--- src/sv/merc_pkg.sv ---
`default_nettype none
package merc_pkg;
  localparam int unsigned EndpointsDef = 16;
  localparam int unsigned HeaderBytesDef = 16;
  localparam int unsigned MaxOrderDef = 16;

  typedef enum logic [2:0] {
    CMD_CONFIG = 3'd0,
    CMD_CREDITS = 3'd1,
    CMD_SEND = 3'd2,
    CMD_ACK = 3'd3,
    CMD_ARRIVE = 3'd4
  } cmd_e;

  typedef enum logic [2:0] {
    ST_OK = 3'd0,
    ST_NO_CREDIT = 3'd1,
    ST_ACK_ZERO = 3'd2,
    ST_DROPPED = 3'd3,
    ST_CROPPED = 3'd4,
    ST_TOO_LARGE = 3'd5,
    ST_BAD_REFILL = 3'd6
  } status_e;

  typedef enum logic [1:0] {
    KIND_SEND = 2'd0,
    KIND_REPLY = 2'd1,
    KIND_CREDIT = 2'd2,
    KIND_OTHER = 2'd3
  } kind_e;

  typedef enum logic [1:0] {
    PH_IDLE,
    PH_READ,
    PH_WRITE,
    PH_OUT
  } phase_e;

  typedef struct packed {
    logic [2:0] cmd;
    logic [3:0] endpoint;
    logic [4:0] buf_order;
    logic [4:0] msg_order;
    logic no_ringbuf;
    logic no_header;
    logic [31:0] credit_value;
    logic credit_unlimited;
    logic [15:0] msg_size;
    logic [1:0] rx_kind;
    logic [15:0] refill_amount;
    logic [4:0] refill_endpoint;
  } req_t;

  typedef struct packed {
    logic [2:0] status;
    logic [15:0] ring_offset;
    logic [15:0] stored_bytes;
    logic in_ring;
    logic [15:0] msg_count;
    logic [16:0] read_offset;
    logic [31:0] credits_left;
  } rsp_t;
endpackage
`default_nettype wire

--- src/sv/merc_if.sv ---
`default_nettype none
interface merc_req_if;
  logic valid;
  logic ready;
  merc_pkg::req_t data;
  modport source (output valid, output data, input ready);
  modport sink (input valid, input data, output ready);
endinterface

interface merc_rsp_if;
  logic valid;
  logic ready;
  merc_pkg::rsp_t data;
  modport source (output valid, output data, input ready);
  modport sink (input valid, input data, output ready);
endinterface
`default_nettype wire

--- src/sv/message_endpoint_ring_credit_unit_core.sv ---
// Endpoint bookkeeping for a message unit: ring setup, credits, send
// charging, acknowledge and arrival accounting over a table of endpoints.
// Channels: req (command in) and rsp (one result per command), both
// valid/ready; a transfer happens when valid and ready are high together.
// One command is in flight at a time: accept, memory read, write back, then
// the result register holds the response, and the result is valid once the
// read and write-back phases have passed. Req ready returns in the cycle after
// the result is taken, so a new command is accepted only after the last result.
// The cost is set by the sequence accept, memory read, write back and result
// transfer, one phase each.
// Reset would clear the tables: each entry has a valid bit cleared at reset,
// and an entry not valid reads as zero. No clearing pass is needed.
// If the receiver stalls, the result stays in the output register and no
// new command is accepted until it is taken.
// The credit memory is separate so an arrival reads its own entry and the
// refill target in the same cycle (two read ports).
`default_nettype none
module message_endpoint_ring_credit_unit_core #(
  parameter int unsigned ENDPOINTS = merc_pkg::EndpointsDef,
  parameter int unsigned HEADER_BYTES = merc_pkg::HeaderBytesDef,
  parameter int unsigned MAX_ORDER = merc_pkg::MaxOrderDef
) (
  input wire clk_i,
  input wire rst_ni,
  merc_req_if.sink req_i,
  merc_rsp_if.source rsp_o
);
  import merc_pkg::*;

  localparam int unsigned EW = (ENDPOINTS > 1) ? $clog2(ENDPOINTS) : 1;
  localparam int unsigned OW = MAX_ORDER + 2;

  typedef struct packed {
    logic [4:0] ord;
    logic [4:0] sord;
    logic [1:0] fl;
    logic [OW-1:0] rraw;
    logic [OW-1:0] wraw;
    logic [15:0] cnt;
  } ent_t;

  typedef struct packed {
    logic [31:0] cr;
    logic inf;
  } crd_t;

  ent_t ent_mem [ENDPOINTS];
  crd_t crd_mem [ENDPOINTS];
  logic [ENDPOINTS-1:0] ent_vld_q, crd_vld_q;

  phase_e ph_q, ph_d;
  req_t req_q;
  rsp_t rsp_q, rsp_d;
  ent_t ent_rd_q, ent_cur, ent_wr;
  crd_t crd_rd_q, rcd_rd_q, crd_cur, rcd_cur, crd_wr, rcd_wr;
  logic ent_v_q, crd_v_q, rcd_v_q;
  logic ent_we, crd_we, rcd_we;
  logic [EW-1:0] e_idx, r_idx;
  logic r_ok;
  logic [EW-1:0] ep_map [16];

  // endpoint field folded onto the table size, constant lookup
  for (genvar gi = 0; gi < 16; gi++) begin : g_ep_map
    assign ep_map[gi] = EW'(gi % ENDPOINTS);
  end

  assign e_idx = ep_map[req_q.endpoint];
  assign r_ok = 32'(req_q.refill_endpoint) < ENDPOINTS;
  assign r_idx = EW'(req_q.refill_endpoint);

  always_comb begin
    ph_d = ph_q;
    case (ph_q)
      PH_IDLE: if (req_i.valid) ph_d = PH_READ;
      PH_READ: ph_d = PH_WRITE;
      PH_WRITE: ph_d = PH_OUT;
      PH_OUT: if (rsp_o.ready) ph_d = PH_IDLE;
      default: ph_d = PH_IDLE;
    endcase
  end

  assign req_i.ready = (ph_q == PH_IDLE);
  assign rsp_o.valid = (ph_q == PH_OUT);
  assign rsp_o.data = rsp_q;

  always_ff @(posedge clk_i or negedge rst_ni) begin
    if (!rst_ni) ph_q <= PH_IDLE;
    else ph_q <= ph_d;
  end

  always_ff @(posedge clk_i) begin
    if (req_i.valid && req_i.ready) req_q <= req_i.data;
    if (ph_q == PH_READ) begin
      ent_rd_q <= ent_mem[e_idx];
      crd_rd_q <= crd_mem[e_idx];
      rcd_rd_q <= crd_mem[r_idx];
    end
    if (ent_we) ent_mem[e_idx] <= ent_wr;
    if (crd_we) crd_mem[e_idx] <= crd_wr;
    if (rcd_we) crd_mem[r_idx] <= rcd_wr;
    if (ph_q == PH_WRITE) rsp_q <= rsp_d;
  end

  always_ff @(posedge clk_i or negedge rst_ni) begin
    if (!rst_ni) begin
      ent_vld_q <= '0;
      crd_vld_q <= '0;
      ent_v_q <= 1'b0;
      crd_v_q <= 1'b0;
      rcd_v_q <= 1'b0;
    end else begin
      if (ph_q == PH_READ) begin
        ent_v_q <= ent_vld_q[e_idx];
        crd_v_q <= crd_vld_q[e_idx];
        rcd_v_q <= crd_vld_q[r_idx];
      end
      if (ent_we) ent_vld_q[e_idx] <= 1'b1;
      if (crd_we) crd_vld_q[e_idx] <= 1'b1;
      if (rcd_we) crd_vld_q[r_idx] <= 1'b1;
    end
  end

  assign ent_cur = ent_v_q ? ent_rd_q : '0;
  assign crd_cur = crd_v_q ? crd_rd_q : '0;
  assign rcd_cur = rcd_v_q ? rcd_rd_q : '0;

  // arrival arithmetic, widths sized to the order
  logic [OW-1:0] size, wmask, rraw, wraw, roff, woff, slot, avail, res, msgsz;
  logic [OW-1:0] slot_a, smask;
  logic ringbuf, hdr, store, kind_ring, drop, crop, big;
  logic [32:0] refill_sum, need;
  logic [4:0] mo, bo;

  always_comb begin
    size = OW'(1) << ent_cur.ord;
    wmask = (size << 1) - OW'(1);
    rraw = ent_cur.rraw & wmask;
    wraw = ent_cur.wraw & wmask;
    roff = rraw & (size - OW'(1));
    woff = wraw & (size - OW'(1));
    slot = OW'(1) << ent_cur.sord;
    ringbuf = !ent_cur.fl[0];
    hdr = !ent_cur.fl[1];
    store = ringbuf || (req_q.rx_kind == KIND_SEND);
    kind_ring = ringbuf && (req_q.rx_kind == KIND_SEND || req_q.rx_kind == KIND_REPLY);
    avail = size;
    if (ringbuf) begin
      if (wraw == (rraw ^ size)) avail = '0;
      else if (woff >= roff) avail = size - woff + roff;
      else avail = roff - woff;
      if (hdr && avail > slot) avail = slot;
    end
    if (!hdr) avail = avail + OW'(HEADER_BYTES);
    res = OW'(req_q.msg_size);
    drop = 1'b0;
    crop = 1'b0;
    if (store && res > avail) begin
      if (hdr || avail == OW'(HEADER_BYTES)) drop = 1'b1;
      else begin
        res = avail;
        crop = 1'b1;
      end
    end
    if (hdr) msgsz = res;
    else msgsz = (res > OW'(HEADER_BYTES)) ? res - OW'(HEADER_BYTES) : '0;
    big = !drop && store && hdr && msgsz > slot;
    slot_a = hdr ? slot : msgsz;
    refill_sum = {1'b0, rcd_cur.cr} + 33'(req_q.refill_amount);
    need = 33'(req_q.msg_size) + 33'(HEADER_BYTES);
    smask = (OW'(2) << ent_cur.ord) - OW'(1);
    bo = (32'(req_q.buf_order) > MAX_ORDER) ? 5'(MAX_ORDER) : req_q.buf_order;
    mo = (req_q.msg_order > bo) ? bo : req_q.msg_order;
  end

  always_comb begin
    ent_wr = ent_cur;
    crd_wr = crd_cur;
    rcd_wr = rcd_cur;
    ent_we = 1'b0;
    crd_we = 1'b0;
    rcd_we = 1'b0;
    rsp_d = '0;
    rsp_d.status = ST_OK;
    if (ph_q == PH_WRITE) begin
      case (req_q.cmd)
        CMD_CONFIG: begin
          ent_we = 1'b1;
          ent_wr = '0;
          ent_wr.ord = bo;
          ent_wr.sord = mo;
          ent_wr.fl = {req_q.no_header, req_q.no_ringbuf};
        end
        CMD_CREDITS: begin
          crd_we = 1'b1;
          crd_wr.cr = req_q.credit_value;
          crd_wr.inf = req_q.credit_unlimited;
        end
        CMD_SEND: begin
          if (!crd_cur.inf) begin
            if (need > {1'b0, crd_cur.cr}) rsp_d.status = ST_NO_CREDIT;
            else begin
              crd_we = 1'b1;
              crd_wr.cr = crd_cur.cr - need[31:0];
            end
          end
        end
        CMD_ACK: begin
          ent_we = 1'b1;
          if (ringbuf) ent_wr.rraw = (ent_cur.rraw + slot) & smask;
          if (ent_cur.cnt == '0) rsp_d.status = ST_ACK_ZERO;
          else ent_wr.cnt = ent_cur.cnt - 16'd1;
        end
        CMD_ARRIVE: begin
          if (drop) rsp_d.status = ST_DROPPED;
          else if (big) rsp_d.status = ST_TOO_LARGE;
          else begin
            ent_we = 1'b1;
            if (crop) rsp_d.status = ST_CROPPED;
            if (kind_ring) begin
              rsp_d.ring_offset = woff[15:0];
              rsp_d.stored_bytes = msgsz[15:0];
              rsp_d.in_ring = 1'b1;
              ent_wr.wraw = (wraw + slot_a) & wmask;
            end else if (req_q.rx_kind == KIND_SEND) begin
              rsp_d.stored_bytes = msgsz[15:0];
            end
            if (req_q.rx_kind != KIND_CREDIT && ent_cur.cnt != 16'hFFFF)
              ent_wr.cnt = ent_cur.cnt + 16'd1;
            if (!r_ok) rsp_d.status = ST_BAD_REFILL;
            else if (req_q.refill_amount != '0 && !rcd_cur.inf) begin
              rcd_we = 1'b1;
              rcd_wr.cr = refill_sum[32] ? 32'hFFFF_FFFF : refill_sum[31:0];
            end
          end
        end
        default: ;
      endcase
      rsp_d.msg_count = ent_wr.cnt;
      rsp_d.read_offset = 17'(ent_wr.rraw);
      if (rcd_we && r_idx == e_idx) rsp_d.credits_left = rcd_wr.inf ? '1 : rcd_wr.cr;
      else rsp_d.credits_left = crd_wr.inf ? '1 : crd_wr.cr;
    end
  end

  a_one_hot_phase: assert property (@(posedge clk_i) disable iff (!rst_ni)
    $onehot0({req_i.ready, rsp_o.valid})) else $error("ready with result pending");
  a_write_phase_only: assert property (@(posedge clk_i) disable iff (!rst_ni)
    (ent_we || crd_we || rcd_we) |-> ph_q == PH_WRITE) else $error("stray write");
  a_rsp_hold: assert property (@(posedge clk_i) disable iff (!rst_ni)
    rsp_o.valid && !rsp_o.ready |=> rsp_o.valid && $stable(rsp_q))
    else $error("result changed under stall");
endmodule
`default_nettype wire

--- src/flat_wrapper.sv ---
// flat-port wrapper written by rule: the top's interface ports become plain ports
module message_endpoint_ring_credit_unit_core_flat import merc_pkg::*;
#(
  parameter int unsigned ENDPOINTS = merc_pkg::EndpointsDef,
  parameter int unsigned HEADER_BYTES = merc_pkg::HeaderBytesDef,
  parameter int unsigned MAX_ORDER = merc_pkg::MaxOrderDef
)
  (clk_i, rst_ni, req_i_valid, req_i_data, req_i_ready, rsp_o_valid, rsp_o_data, rsp_o_ready);
  merc_req_if req_i_i ();
  merc_rsp_if rsp_o_i ();
  input wire clk_i;
  input wire rst_ni;
  input wire logic [$bits(req_i_i.valid)-1:0] req_i_valid;
  input wire logic [$bits(req_i_i.data)-1:0] req_i_data;
  output wire logic [$bits(req_i_i.ready)-1:0] req_i_ready;
  output wire logic [$bits(rsp_o_i.valid)-1:0] rsp_o_valid;
  output wire logic [$bits(rsp_o_i.data)-1:0] rsp_o_data;
  input wire logic [$bits(rsp_o_i.ready)-1:0] rsp_o_ready;
  assign req_i_i.valid = req_i_valid;
  assign req_i_i.data = req_i_data;
  assign req_i_ready = req_i_i.ready;
  assign rsp_o_valid = rsp_o_i.valid;
  assign rsp_o_data = rsp_o_i.data;
  assign rsp_o_i.ready = rsp_o_ready;
  message_endpoint_ring_credit_unit_core #(.ENDPOINTS(ENDPOINTS), .HEADER_BYTES(HEADER_BYTES), .MAX_ORDER(MAX_ORDER)) u_core (.clk_i(clk_i), .rst_ni(rst_ni), .req_i(req_i_i), .rsp_o(rsp_o_i));
endmodule
--- config.mk ---
export PLATFORM = sky130hd
export DESIGN_NAME = message_endpoint_ring_credit_unit_core_flat
export DESIGN_NICKNAME = d
export VERILOG_FILES = /design/src/sv/merc_pkg.sv /design/src/sv/merc_if.sv /design/src/sv/message_endpoint_ring_credit_unit_core.sv /design/src/flat_wrapper.sv
export SDC_FILE = /design/constraint.sdc
export NUM_CORES = 2
export LEC_CHECK = 0
export BUFFER_PORTS_ARGS = -buffer_cell sky130_fd_sc_hd__buf_2
export CAP_MARGIN = 20
export CORE_AREA = 2 2 428 430
export DETAILED_ROUTE_END_ITERATION = 10
export DIE_AREA = 0 0 430 432
export HOLD_SLACK_MARGIN = 0.05
export PLACE_DENSITY = 0.63
export SETUP_SLACK_MARGIN = 0.02
export SLEW_MARGIN = 25
export SYNTH_ARGS = -nofsm -noshare
export SYNTH_HDL_FRONTEND = slang
export SYNTH_SLANG_ARGS = --single-unit
export TNS_END_PERCENT = 100
--- constraint.sdc ---
create_clock -name clk_i -period 20.4 [get_ports clk_i]
set_input_delay 2.04 -clock clk_i [delete_from_list [all_inputs] [get_ports clk_i]]
set_output_delay 2.04 -clock clk_i [all_outputs]
set_load 0.03 [all_outputs]
==> results by group <==
Synth
  • Synth async-reset ratio: 1.936%
  • Synth unique cells: 110
  • Cell count after synthesis: 5424
  • Synth area leader: edfxtp_1
  • Synthesized area per cell: 16.60 µm²
  • Synth area leaders: edfxtp_1 (63%), mux4_2 (17%), ha_1 (2.6%)
  • Ys flop type: edfxtp_1
  • Syn nets: 5729
  • Number of synthesized flops with an enable pin: 1874
  • Seq/Total Area, Yosys: 63.54%
  • Post-synth top area share: 62.52%
  • Ys Warns: 0
  • Post-Syn Area: 0.09002 mm²
  • Synthesized flop and latch total: 1911

Worst setup path
  • Required time of the critical path: 20960 ps
  • Crit. End Element: register
  • Critical path class: register to register
  • Worst Setup Start Kind: register
  • CP max FO: 30
  • CP bufs+invs: 6
  • Critical path's slowest cell: nor2_1
  • Worst r2r path cells: 67
  • Largest delay share family, worst path: compound AO/OA/AOI/OAI gates
  • Crit path DAT: 19660 ps
  • Worst R2R End: u_core.crd_mem[1][20]
  • RR Startpoint: u_core.ent_rd_q[61]
  • Flop2flop setup slack: 1300 ps
  • Crit path largest cell delay: 660 ps

Layout
  • Final #Nets: 6020
  • P&R area growth vs syn: 12.52%
  • Share of layout cells above drive strength 1: 25.36%
  • Layout fillers: 13930
  • Final instance area: 0.1013 mm²

Min path
  • Hold depth: 1
  • Hold Path End: u_core.ent_vld_q[3]
  • HP Class: register to register
  • Min-delay src: u_core.ent_vld_q[3]

Clocking
  • Total CTS buffers: 191
  • Max H-tree Level: 4
  • CTS clk-pin slew, worst paths: 60 ps
  • CTS tree: done
  • Clock Latency Late Sink: 860 ps
  • Hold_buf cts: 0
  • Clock buffer depth: 3
  • CTS sink cnt: 1911
  • Clock Root Buffer: clkbuf_16

Pwr
  • PD cells: 140.8 mW/mm²
  • Worst IR Drop VDD: 0.2238 mV
  • Static leakage: 0.03402 µW

STA
  • Fin. Hold Viols: 0
  • Min cycle time layout: 19100 ps
  • Final-report setup violation count: 0
  • Fmax: 0.05234 GHz
  • Unrepaired setup endpoints after global routing: false
  • Skew final: 68.98 ps
  • Slew @ Worst Pin: 1084 ps
  • Setup tns final: 0 ps
  • Fin worst setup slack: 1296 ps
  • Relative slew slack: 27.33%
  • Slew Viols, Final: 0
  • Fin crit share: 93.65%

Floorplanning
  • Die area: 0.1858 mm²
  • Boundary pin count: 198
  • Core area: 0.1817 mm²
  • Die W: 430 µm
  • Die height: 432 µm
  • Starting Density: 49.54%
  • Rows: 157

Global routing
  • Vias in the first global route: 53190
  • Largest net degree at the start of global routing: 122
  • GRT Residual Overflow: 0
  • Initial antenna violation count: 6
  • GR Util All Layers: 28.90%
  • First-pass GRT wire length: 385.6 mm

Placement
  • GP Congestion: 0.9582
  • Worst slack at placement: 989.5 ps
  • DP HPWL: 178.1 mm
  • I/O Buffers: 197
  • Placed Instance Area: 0.09470 mm²

Route
  • Routed wire length: 269.9 mm
  • DRT Pass-1 Iters: 8
  • DRT iter0 DRCs: 7418
  • Vias per Instance: 6.654
  • DR DRC count: 0
  • DR WL/cell: 32.65 µm
  • Vias post-DR: 55010
  • Detail Route Antenna Nets: 0

Job
  • Number of max-cap violations: 0

Status
  • Run status: completed
-- cell usage in the layout (no fill, tap or decap), types with 55 or more instances in the layout --
| cell | netlist | layout |
|---|---|---|
| edfxtp_1 | 1874 | 1874 |
| mux4_2 | 665 | 665 |
| buf_2 | 17 | 197 |
| clkbuf_16 | 0 | 192 |
| inv_1 | 182 | 182 |
| nor3_1 | 57 | 55 |
| o21ai_0 | 191 | 171 |
| nand2_1 | 323 | 322 |
| a21oi_1 | 190 | 186 |
| and2_1 | 63 | 62 |
| nand3_1 | 109 | 109 |
| nor2_1 | 233 | 215 |
| ha_1 | 189 | 187 |
| xnor2_1 | 109 | 109 |
| buf_4 | 3 | 160 |
-- synthesized netlist by cell type, types with 62 or more instances --
library cell	number
ha_1	189
nand3_1	109
inv_1	182
edfxtp_1	1874
o21ai_0	191
clkbuf_1	195
and2_1	63
buf_1	62
mux4_2	665
nand2_1	323
xnor2_1	109
a21oi_1	190
nor2_1	233
-- state kept, by name (all words and copies together) (netlist names) --
register	flops
u_core.rcd_v_q	1
u_core.crd_v_q	1
u_core.rcd_rd_q	33
u_core.r_idx	4
u_core.crd_mem	528
u_core.ph_q	2
u_core.ent_mem	1024
u_core.rsp_o.data	101
u_core.ent_rd_q	64
u_core.crd_rd_q	33
u_core.req_q	87
u_core.ent_v_q	1
u_core.ent_vld_q	16
u_core.crd_vld_q	16
-- how the worst max path moves through the flow --
stage	slack, ps	end	start	depth (start not counted)
after floorplan	3110	u_core.ent_mem[0][0]	u_core.ent_rd_q[62]	67
after global placement	1250	u_core.ent_mem[0][41]	u_core.ent_rd_q[61]	65
final	1300	u_core.crd_mem[1][20]	u_core.ent_rd_q[61]	67
after global routing	70	u_core.ent_mem[2][0]	u_core.ent_rd_q[63]	66
after detailed placement	990	u_core.ent_mem[0][43]	u_core.ent_rd_q[61]	65
after CTS	910	u_core.ent_mem[0][27]	u_core.ent_rd_q[61]	65
-- layer usage --
metal / vias up / global-route usage [%] / part of all wire [%]
met4: 6 / 11.18 / 4.3
li1: 22720 / - / -
met5: - / 0 / 0.014
met1: 28700 / 42.75 / 41
met3: 483 / 5.988 / 9.9
met2: 3107 / 42.38 / 45
-- stage by stage --
stage / power, µW / cells / hold WS [ps] / util (%)
3_3_place_gp: 10610 / 7900 / 456.8 / 52.09
6_report: 14260 / 8267 / 477.7 / 55.74
2_1_floorplan: 8784 / 5424 / 437.7 / -
5_1_grt: 14860 / 8265 / 486.8 / 55.74
3_5_place_dp: 10640 / 7900 / 457.5 / 52.12
4_1_cts: 14200 / 8257 / 475.0 / 55.64
-- repair_timing --
action | 4_1_cts | 5_1_grt
resized for setup | 0 | 13
setup buffers | 0 | 4
setup endpoints to repair | 0 | 1949
-- cell families after synthesis --
kind of cell	count (synthesis)	synth area share, %
fa+ha+maj	210	3.094
other cells	1	0.004166
mux	707	17.13
simple gates	1101	6.087
compound gates	870	6.607
flops	1911	63.54
buf+inv	465	1.992
xor+xnor	159	1.547
-- report_power, final --
group	total, µW	switching, µW	internal [µW]
logic	5240	3550	1690
registers	5460	304	5160
clock network	3550	1550	2000
-- layout make-up --
type	count	area, µm²	share of cell area, %
Sequential cell	1911	57200	56.48
Multi-Input combinational cell	3050	31510	31.12
Clock buffer	223	4991	4.928
Tap cell	2385	2984	2.946
Timing Repair Buffer	375	2470	2.439
Clock inverter	134	1413	1.395
Inverter	186	698.2	0.6893
Antenna cell	3	7.507	0.007412
No activity file was read; power rests on OpenSTA's default activity.
